## src/rtl/core/tbcl_pkg.sv

```systemverilog
package tbcl_pkg;

  // Fixed-point token scale: one token is TOKEN_SCALE units, one second is US_PER_SEC.
  localparam int unsigned TOKEN_SCALE = 1000000;
  localparam int unsigned US_PER_SEC  = 1000000;

  localparam int unsigned RATE_W    = 6;
  localparam int unsigned MODE_W    = 2;
  localparam int unsigned BUTTON_W  = 3;
  localparam int unsigned LEVEL_W   = 26;
  localparam int unsigned ELAPSED_W = 20;
  localparam int unsigned INDEX_W   = 1;
  localparam int unsigned CFG_W     = 6;

  localparam logic [LEVEL_W-1:0] SCALE_UNITS = LEVEL_W'(TOKEN_SCALE);
  localparam logic [RATE_W-1:0]  RATE_RESET  = 6'd12;

  localparam logic [MODE_W-1:0] MODE_LEFT  = 2'd0;
  localparam logic [MODE_W-1:0] MODE_RIGHT = 2'd1;
  localparam logic [MODE_W-1:0] MODE_BOTH  = 2'd2;

  localparam logic [BUTTON_W-1:0] BTN_LEFT  = 3'd1;
  localparam logic [BUTTON_W-1:0] BTN_RIGHT = 3'd2;

  localparam logic [INDEX_W-1:0] REG_MAX_RATE    = 1'b0;
  localparam logic [INDEX_W-1:0] REG_TARGET_MODE = 1'b1;

  typedef struct packed {
    logic               en;
    logic [INDEX_W-1:0] index;
    logic [CFG_W-1:0]   data;
  } cfg_write_t;

  typedef struct packed {
    logic allowed;
    logic counted_click;
  } result_t;

endpackage

```

## src/rtl/core/tbcl_in_stage.sv

```systemverilog
module tbcl_in_stage #(
  parameter int unsigned TIME_BITS = 40
) (
  input  logic                                clk,
  input  logic                                rst,
  input  logic                                in_valid,
  output logic                                in_ready,
  input  logic                                in_is_press,
  input  logic [tbcl_pkg::BUTTON_W-1:0]       in_button,
  input  logic [TIME_BITS-1:0]                in_timestamp,
  input  logic                                advance,
  output logic                                valid,
  output logic                                is_press,
  output logic [tbcl_pkg::BUTTON_W-1:0]       button,
  output logic [TIME_BITS-1:0]                timestamp_us
);

  // Take a new beat whenever the held one is empty or moves on this cycle.
  assign in_ready = !valid || advance;

  always_ff @(posedge clk) begin
    if (rst) begin
      valid <= 1'b0;
    end else if (in_ready) begin
      valid <= in_valid;
    end
  end

  always_ff @(posedge clk) begin
    if (in_ready && in_valid) begin
      is_press     <= in_is_press;
      button       <= in_button;
      timestamp_us <= in_timestamp;
    end
  end

endmodule

```

## src/rtl/core/tbcl_bucket.sv

```systemverilog
module tbcl_bucket #(
  parameter int unsigned TIME_BITS = 40
) (
  input  logic                          clk,
  input  logic                          rst,
  input  tbcl_pkg::cfg_write_t          cfg,
  input  logic                          fire,
  input  logic                          is_press,
  input  logic [tbcl_pkg::BUTTON_W-1:0] button,
  input  logic [TIME_BITS-1:0]          timestamp_us,
  output tbcl_pkg::result_t             result
);

  localparam int unsigned LW = tbcl_pkg::LEVEL_W;
  localparam int unsigned EW = tbcl_pkg::ELAPSED_W;
  localparam logic [TIME_BITS-1:0] SEC_US = TIME_BITS'(tbcl_pkg::US_PER_SEC);

  logic [tbcl_pkg::RATE_W-1:0] max_rate, max_rate_next;
  logic [tbcl_pkg::MODE_W-1:0] target_mode, target_mode_next;
  logic [LW-1:0]               token_level, token_level_next;
  logic [TIME_BITS-1:0]        last_time, last_time_next;
  logic                        started, started_next;

  logic [LW-1:0]        cap, cap_new, level_base, add, filled, level_cfg;
  logic [LW:0]          sum;
  logic [TIME_BITS-1:0] last_base, elapsed;
  logic                 targeted;

  assign cap     = LW'(max_rate) * tbcl_pkg::SCALE_UNITS;
  assign cap_new = LW'(cfg.data[tbcl_pkg::RATE_W-1:0]) * tbcl_pkg::SCALE_UNITS;

  // First press fills the bucket and stamps the time.
  assign level_base = started ? token_level : cap;
  assign last_base  = started ? last_time : timestamp_us;
  assign elapsed    = timestamp_us - last_base;

  assign add    = LW'(elapsed[EW-1:0]) * LW'(max_rate);
  assign sum    = {1'b0, level_base} + {1'b0, add};
  assign filled = (elapsed >= SEC_US || sum > {1'b0, cap}) ? cap : sum[LW-1:0];

  assign level_cfg = (token_level > cap_new) ? cap_new : token_level;

  assign targeted =
    ((target_mode == tbcl_pkg::MODE_LEFT || target_mode == tbcl_pkg::MODE_BOTH) &&
     button == tbcl_pkg::BTN_LEFT) ||
    ((target_mode == tbcl_pkg::MODE_RIGHT || target_mode == tbcl_pkg::MODE_BOTH) &&
     button == tbcl_pkg::BTN_RIGHT);

  always_comb begin
    max_rate_next    = max_rate;
    target_mode_next = target_mode;
    token_level_next = token_level;
    last_time_next   = last_time;
    started_next     = started;
    result.allowed       = 1'b1;
    result.counted_click = 1'b0;

    if (fire) begin
      if (is_press) begin
        started_next     = 1'b1;
        token_level_next = level_base;
        last_time_next   = last_base;
        if (targeted) begin
          if (max_rate == '0) begin
            result.counted_click = 1'b1;
          end else begin
            last_time_next = timestamp_us;
            if (filled >= tbcl_pkg::SCALE_UNITS) begin
              token_level_next     = filled - tbcl_pkg::SCALE_UNITS;
              result.counted_click = 1'b1;
            end else begin
              token_level_next = filled;
              result.allowed   = 1'b0;
            end
          end
        end
      end
    end else if (cfg.en) begin
      case (cfg.index)
        tbcl_pkg::REG_MAX_RATE: begin
          max_rate_next    = cfg.data[tbcl_pkg::RATE_W-1:0];
          token_level_next = level_cfg;
        end
        tbcl_pkg::REG_TARGET_MODE: begin
          target_mode_next = cfg.data[tbcl_pkg::MODE_W-1:0];
        end
        default: begin
          target_mode_next = target_mode;
        end
      endcase
    end
  end

  always_ff @(posedge clk) begin
    if (rst) begin
      max_rate    <= tbcl_pkg::RATE_RESET;
      target_mode <= tbcl_pkg::MODE_LEFT;
      token_level <= '0;
      last_time   <= '0;
      started     <= 1'b0;
    end else begin
      max_rate    <= max_rate_next;
      target_mode <= target_mode_next;
      token_level <= token_level_next;
      last_time   <= last_time_next;
      started     <= started_next;
    end
  end

  a_level_within_cap: assert property (@(posedge clk) disable iff (rst)
    token_level <= cap)
    else $error("token level above capacity");

  a_idle_bucket_empty: assert property (@(posedge clk) disable iff (rst)
    !started |-> token_level == '0)
    else $error("bucket holds tokens before first press");

  a_count_needs_pass: assert property (@(posedge clk) disable iff (rst)
    fire && result.counted_click |-> result.allowed)
    else $error("counted click on a cancelled event");

  a_cancel_takes_time: assert property (@(posedge clk) disable iff (rst)
    fire && !result.allowed |=> last_time == $past(timestamp_us))
    else $error("cancelled press did not advance last time");

endmodule

```

## src/rtl/core/token_bucket_click_limiter.sv

```systemverilog
// Channel   Dir  Fields (tdata / tuser, lowest bit up)
// s_*       in   tdata: button[2:0], timestamp_us[TIME_BITS-1:0], zero pad; tuser: is_press
// m_*       out  tdata: allowed, zero pad; tuser: counted_click
// write_*   in   write_index selects max_rate (0) or target_mode (1), write_data 6 bits
//
// One beat per cycle sustained while m_tready stays high; a beat taken on s_* passes
// through the input register and then the output register before it shows on m_*.
// The bucket decision is one pass of refill multiply, saturate and compare
// between the input register and the output register, so back-to-back beats
// see the state left by the one before.
// Reset clears the bucket, the start flag and both valid stages; max_rate
// comes up at 12 and target_mode at left.
// A stall on m_tready holds the output beat and the input stage behind it.
module token_bucket_click_limiter #(
  parameter int unsigned TIME_BITS = 40
) (
  input  logic                             clk,
  input  logic                             rst,
  input  logic                             s_tvalid,
  output logic                             s_tready,
  // button[2:0], timestamp_us[TIME_BITS+2:3], zero pad
  input  logic [((TIME_BITS+10)/8)*8-1:0]  s_tdata,
  // is_press
  input  logic                             s_tuser,
  output logic                             m_tvalid,
  input  logic                             m_tready,
  // allowed[0], zero pad
  output logic [7:0]                       m_tdata,
  // counted_click
  output logic                             m_tuser,
  input  logic                             write_en,
  input  logic [tbcl_pkg::INDEX_W-1:0]     write_index,
  input  logic [tbcl_pkg::CFG_W-1:0]       write_data
);

  localparam int unsigned BW = tbcl_pkg::BUTTON_W;

  logic                 advance, fire;
  logic                 hold_valid, hold_press;
  logic [BW-1:0]        hold_button;
  logic [TIME_BITS-1:0] hold_time;
  tbcl_pkg::cfg_write_t cfg;
  tbcl_pkg::result_t    result, result_q;

  // Move the held beat on whenever the output slot is free or drains.
  assign advance = !m_tvalid || m_tready;
  assign fire    = hold_valid && advance;

  assign cfg.en    = write_en;
  assign cfg.index = write_index;
  assign cfg.data  = write_data;

  tbcl_in_stage #(.TIME_BITS(TIME_BITS)) u_in (
    .clk          (clk),
    .rst          (rst),
    .in_valid     (s_tvalid),
    .in_ready     (s_tready),
    .in_is_press  (s_tuser),
    .in_button    (s_tdata[BW-1:0]),
    .in_timestamp (s_tdata[TIME_BITS+BW-1:BW]),
    .advance      (advance),
    .valid        (hold_valid),
    .is_press     (hold_press),
    .button       (hold_button),
    .timestamp_us (hold_time)
  );

  tbcl_bucket #(.TIME_BITS(TIME_BITS)) u_bucket (
    .clk          (clk),
    .rst          (rst),
    .cfg          (cfg),
    .fire         (fire),
    .is_press     (hold_press),
    .button       (hold_button),
    .timestamp_us (hold_time),
    .result       (result)
  );

  // Output register: load on fire, drop valid once taken.
  always_ff @(posedge clk) begin
    if (rst) begin
      m_tvalid <= 1'b0;
    end else if (advance) begin
      m_tvalid <= hold_valid;
    end
  end

  always_ff @(posedge clk) begin
    if (fire) begin
      result_q <= result;
    end
  end

  assign m_tdata = {7'b0, result_q.allowed};
  assign m_tuser = result_q.counted_click;

endmodule

```

## config.mk

```make
export PLATFORM = sky130hd
export DESIGN_NAME = token_bucket_click_limiter
export DESIGN_NICKNAME = d
export VERILOG_FILES = /design/src/rtl/core/tbcl_pkg.sv /design/src/rtl/core/tbcl_in_stage.sv /design/src/rtl/core/tbcl_bucket.sv /design/src/rtl/core/token_bucket_click_limiter.sv
export SDC_FILE = /design/constraint.sdc
export NUM_CORES = 1
export LEC_CHECK = 0
export ABC_AREA = 0
export BUFFER_PORTS_ARGS = -buffer_cell sky130_fd_sc_hd__clkbuf_2
export CAP_MARGIN = 30
export CORE_UTILIZATION = 40
export DETAILED_ROUTE_END_ITERATION = 6
export HOLD_SLACK_MARGIN = 0.06
export PLACE_DENSITY = 0.61
export SLEW_MARGIN = 20
export SYNTH_ARGS = -nofsm -noshare
export SYNTH_HDL_FRONTEND = slang
export SYNTH_SLANG_ARGS = --single-unit
```

## constraint.sdc

```tcl
create_clock -name clk -period 17.8 [get_ports clk]
set_input_delay 0 -clock clk [delete_from_list [all_inputs] [get_ports clk]]
set_output_delay 0 -clock clk [all_outputs]
set_load 0.03 [all_outputs]
```

[Word-level counts from Yosys, hierarchy flattened]
Index checks and enable logic that the tools add are counted.
Operators by class
  $add $sub $neg: 3
  multipliers: 3
  divide/modulo/power cells: 0
  magnitude comparators: 4
  equal/unequal tests: 6
  shift operators: 0
  mux-type cells: 15
  bitwise gates (word level): 2
  reductions and logical operators: 21
Operators by type and width (number)
  26-bit two-way mux: 10
  40-bit two-way mux: 3
  40-bit by 20-bit greater-or-equal comparator with 1-bit output, second input constant: 1
  6-bit by 14-bit multiplier with 20-bit output, second input constant: 2
  40-bit subtractor: 1
  26-bit by 26-bit adder with 27-bit output: 1
  27-bit by 26-bit > comparator with 1-bit output: 1
  26-bit by 20-bit greater-or-equal comparator with 1-bit output, second input constant: 1
  26-bit > comparator: 1
  20-bit by 6-bit multiplier with 26-bit output: 1
  26-bit by 20-bit subtractor with 26-bit output, second input constant: 1
  6-bit logical NOT: 1
  1-bit logical OR: 6
  3-bit AND reduction: 2
  1-bit logical AND: 4
  2-bit by 1-bit inequality test with 1-bit output, second input constant: 2
  2-bit AND reduction: 2
  4-bit AND reduction: 1
  2-bit nonzero test: 2
  3-bit by 1-bit equality test with 1-bit output, second input constant: 1
  3-bit by 2-bit equality test with 1-bit output, second input constant: 1
  2-bit by 1-bit equality test with 1-bit output, second input constant: 1
  2-bit equality test, second input constant: 1
  1-bit logical NOT: 2
  3 further kinds: 5
Word-level totals
  bits in registers: 123
  bits in latches: 0
  RAM bits: 0
  bits in read-only memories: 0
  output and inout bits: 11
  word-level logic and storage cells: 66
  memories: 0

[Depth between registers and ports, before layout]
  depth in word-level cells: 13
  gate-level depth with buffers: 55

[Modules after synthesis]
From an unflattened synthesis, not the netlist that was laid out.
Second synthesis, totals
  cells, all modules: 1998
  area total of the unflattened synthesis: 16631.0 µm²
By module, submodules not included
  tbcl_bucket: instances 1, cells an instance 1934, area an instance 15083.2 µm², seq. area each 1501.4 µm²
  tbcl_in_stage: instances 1, cells an instance 49, area an instance 1376.3 µm², seq. area each 1341.3 µm²
  token_bucket_click_limiter: instances 1, cells an instance 15, area an instance 171.4 µm², seq. area each 80.1 µm²

[Worst setup path after synthesis]
No wires, ideal clock.
  kind: flip-flop to flip-flop
  from: register u_bucket.started
  to: register u_bucket.token_level[9]
  setup time: 86 ps
  data arrival time: 12890 ps
  required time: 17714 ps
  slack: 4823 ps
  stages on the path, launching flop included: 51
  path buffers: 9
  clock period less this slack: 12977 ps
  path through: dfxtp_1 -> clkbuf_1 -> buf_1 -> clkbuf_1 -> clkbuf_1 -> mux2i_1 -> fa_1 -> a211oi_1 -> o21ai_1 -> a21oi_1 -> o221ai_1 -> xor2_1 -> and2_1 -> fa_1 -> fa_1 -> fa_1 -> inv_1 -> fa_1 -> [... 15 more ...] -> or4_4 -> nor4_2 -> buf_4 -> buf_2 -> mux2i_1 -> ha_1 -> inv_1 -> o21ai_0 -> a21oi_1 -> nor2_1 -> nor2_1 -> nor4_1 -> a21o_1 -> buf_6 -> buf_6 -> nor2_2 -> xnor2_1 -> a221oi_2
Between the ends
  cells in the longest elaborated chain, start to end: 13
  elaborated cells on any way between the ends: 16
  classes of those cells: add/sub (3); mul (1); order compare (3); mux (8); reduce/logical (1)
Ends and longest elaborated chain
  from (decl): line tbcl_bucket.sv:22  | logic started, started_next;
  from (signal assigned): line tbcl_bucket.sv:106  | started <= started_next;
  40-bit two-way mux: line tbcl_bucket.sv:34  | assign last_base = started ? last_time : timestamp_us;
  40-bit subtractor: line tbcl_bucket.sv:35  | assign elapsed = timestamp_us - last_base;
  20-bit by 6-bit multiplier with 26-bit output: line tbcl_bucket.sv:37  | assign add = LW'(elapsed[EW-1:0]) * LW'(max_rate);
  26-bit by 26-bit adder with 27-bit output: line tbcl_bucket.sv:38  | assign sum = {1'b0, level_base} + {1'b0, add};
  27-bit by 26-bit > comparator with 1-bit output: line tbcl_bucket.sv:39  | assign filled = (elapsed >= SEC_US || sum > {1'b0, cap}) ? cap : sum[LW-1:0];
  1-bit logical OR: line tbcl_bucket.sv:39
  26-bit two-way mux: line tbcl_bucket.sv:39
  26-bit by 20-bit subtractor with 26-bit output / 26-bit by 20-bit greater-or-equal comparator with 1-bit output (equally long branches): line tbcl_bucket.sv:69, tbcl_bucket.sv:68
  26-bit two-way mux: line tbcl_bucket.sv:68  | if (filled >= tbcl_pkg::SCALE_UNITS) begin
  26-bit two-way mux: line tbcl_bucket.sv:64  | if (max_rate == '0) begin
  26-bit two-way mux (*): line tbcl_bucket.sv:63  | if (targeted) begin
  26-bit two-way mux (*): line tbcl_bucket.sv:59  | if (is_press) begin
  26-bit two-way mux (*): line tbcl_bucket.sv:58  | if (fire) begin
  to (signal assigned): line tbcl_bucket.sv:104  | token_level <= token_level_next;
  to (decl): line tbcl_bucket.sv:20  | logic [LW-1:0] token_level, token_level_next;
Every way passes the cells marked *; elsewhere a longest branch is shown, timed or not. The select of a mux whose other input is x is not followed.
A chain may end at the register's enable or synchronous reset.

[Final worst setup path]
  from: register u_bucket.started
  to: register u_bucket.token_level[19]
Same word-level chain as after synthesis.

==> metrics.cfg <==
[final_layout]
final_core_util_pct=45.12
design_area_um2=19520
nFillCells=4328
drive_gt1_share_pct=7.285
multi_input_area_um2=13460
area_delta_synth_final_pct=10.98
diodes=0
fin_cells=2795
fin_nets=2570
regArea_um2=2927

[synth]
syn_area_um2=17590
yosysSeqAreaShare_pct=16.62
syn_area_per_cell_um2=8.253
synth_flop_cell=dfxtp_1
synthArstFlopShare_pct=0
synth_edf_count=46
ys_ff_latch=123
ys_types=96
ys.warnings.count=0
synthCells=2131

[placement]
dp_hpwl_um=42620
gp_congestion=0.9818
placed_cells=2706
port-buffer-count=59
dpl_cell_area_um2=18380
preCtsSetupSlack_ps=3135

[clocking]
clk_pin_slew_worst_paths_ps=60
clk_path_buf_depth=2
ctsResizeCount=0
clock-sinks=123
htreeDepth=4
cts_tree=done
clk_latency_ps=480
clockRootBuffer=clkbuf_16
cts-buffers-inserted=17

[critical_path]
crit_fanout=41
worstSetupPathDepth=46
arrival_ps=15210
startpoint=u_bucket.started$_SDFFE_PP0P_
cp_slowest_cell=a21o_1
timing.rr.start=u_bucket.started$_SDFFE_PP0P_
criticalPathCategory=reg -> reg
cp-end-kind=flip-flop
worstSetupEndpoint=u_bucket.token_level[19]$_SDFFE_PP0P_
max_stage_delay_ps=720
crit_buf_inv=6
crit_top_cell=fa_1
start_kind=flip-flop
ff2ff_setup_slack_ps=2950
cp_top_family=compound AO/OA/AOI/OAI gates
reg2regPathDepth=46
reg2reg_to=u_bucket.token_level[19]$_SDFFE_PP0P_
cp.required_ps=18160

[power]
switching_share_pct=55.59
finalPower_mw=3.782
p_int_mw=1.680
irDropWorstVdd_mv=0.2029
p_sw_mw=2.102
combPwrFrac_pct=82.4
powerDensity_nw_per_um2=193.8
seqPwrFrac_pct=8.4
power_leakage_nw=8.566
power.clock.fraction_pct=9.2

[global_routing]
grt_pass1_vias=15920
antenna_found_initial=0
overflow=0
grt_pass1_wl_um=85580
grt_usage_pct=24.68
grt_max_degree=69

[flow_run]
maxCapViolations=0

[route]
wirelength_um=53320
first_iter_violations=1076
dr.pass1.iters=5
vias=15890
drc=0
vias_per_cell=5.686
postRouteAntennaNets=0
wl_per_cell_um=19.08

[timing]
fmax_mhz=67.32
setup-tns-final_ps=0
finalMaxSlewViolations=0
rsz0062_at_grt=false
period_share_pct=83.45
slew_headroom_pct=36.95
hold_violations=0
fin_ws_ps=2946
setup_viol_count_final=0
tightest_slew_ps=943.4
clock_skew_ps=20.82
whs_ps=130.0
fin_crit_ps=14850

[floorplan]
ios=72
core_um2=43270
die_h_um=211.7
die_w_um=211.7
rows=76
start_util_pct=40.65
dieArea_um2=44810

[outcome]
status=finished clean

[hold_path]
hold_class=in -> reg
hold_depth=5

[cell usage in the layout, fill, tap and decap left out, types with 33 or more instances in the layout]
| cell | count |
|---|---|
| nand2_1 | 209 |
| nand4_1 | 39 |
| clkbuf_2 | 59 |
| xnor2_1 | 40 |
| dfxtp_1 | 76 |
| and2_1 | 107 |
| o21ai_0 | 68 |
| a21oi_1 | 153 |
| inv_1 | 209 |
| edfxtp_1 | 46 |
| nor3_1 | 46 |
| a21o_1 | 41 |
| ha_1 | 195 |
| fa_1 | 117 |
| dlygate4sd3_1 | 56 |
| nor2_1 | 142 |
| mux2i_1 | 80 |
| nand3_1 | 33 |
[how the worst min path moves through the flow]
stage                start                                end  slack (ps)
3_3_place_gp   s_tdata[26]    u_in.timestamp_us[23]$_DFFE_PP_         180
6_report          write_en  u_bucket.max_rate[2]$_SDFFE_PP1P_         130
2_1_floorplan   s_tdata[0]           u_in.button[0]$_DFFE_PP_         100
5_1_grt           write_en  u_bucket.max_rate[2]$_SDFFE_PP1P_         120
4_1_cts           write_en  u_bucket.max_rate[2]$_SDFFE_PP1P_         130
3_5_place_dp   s_tdata[39]    u_in.timestamp_us[36]$_DFFE_PP_         180
[logic make-up after synthesis]
group,synth area share [%]
mux,4.937
xor+xnor,3.486
simple gates,20.52
fa+ha+maj,27.19
other cells,0.02132
buf+inv,7.142
flops,16.62
compound gates,20.08
[layer usage]
metal	track usage (%)	share of wire [%]
met5	0	0
met4	9.595	3.2
met3	3.427	4.0
met2	42.55	48
met1	31.05	44
[timing repair]
action / CTS / global route
setup buffers: 0 / 0
hold endpoints to repair: 54 / 0
endpoints found under the setup margin: 0 / 0
hold buffers: 56 / 0
[area by class of cell]
class / count / area share, %
multi-input combinational: 1710 / 68.94
sequential: 123 / 14.99
timing repair buffer: 136 / 5.359
inverter: 209 / 4.019
tap: 585 / 3.750
clock buffer: 21 / 2.308
clock inverter: 11 / 0.6282
[synthesized netlist by cell type (16+ instances only)]
library cell	n	area share, %
clkbuf_1	54	1.2
fa_1	117	13
and2_1	108	3.8
nand4_1	39	1.4
nand2_1	209	4.5
nand3_1	33	0.94
nor4_1	26	0.92
ha_1	195	14
xor2_1	30	1.5
buf_4	18	0.77
nor2_1	142	3.0
a211oi_1	22	0.94
inv_1	209	4.5
nand2b_1	21	0.75
nor3_1	46	1.3
dfxtp_1	77	8.8
a21oi_1	154	4.4
o21a_1	25	1.1
o211ai_1	25	1.1
xnor2_1	40	2.0
mux2i_1	80	4.6
a31oi_1	19	0.68
edfxtp_1	46	7.9
nor2b_1	16	0.57
a21o_1	41	1.8
o21ai_0	69	2.0
[tightest hold or removal path: stages]
cell and delay, ps:
clkbuf_2 100, nand2_1 60, nor2_1 70, buf_4 190, o211ai_1 150
[power groups by stage]
stage	combinational (mW)	clock [mW]	sequential (mW)
after floorplan	2.34	0	0.322
after global placement	2.99	0	0.325
after detailed placement	3.05	0	0.325
after CTS	3.08	0.361	0.319
after global routing	3.52	0.369	0.321
final	3.12	0.346	0.320
[state kept, by name, indices dropped and copies added (netlist names)]
signal                cells
u_bucket.max_rate         6
u_bucket.started          1
u_bucket.token_level     26
u_in.timestamp_us        40
m_tuser                   1
u_bucket.target_mode      2
u_in.button               3
u_bucket.last_time       40
m_tdata                   1
u_in.is_press             1
m_tvalid                  1
u_in.valid                1
(Power assumes the default switching activity.)
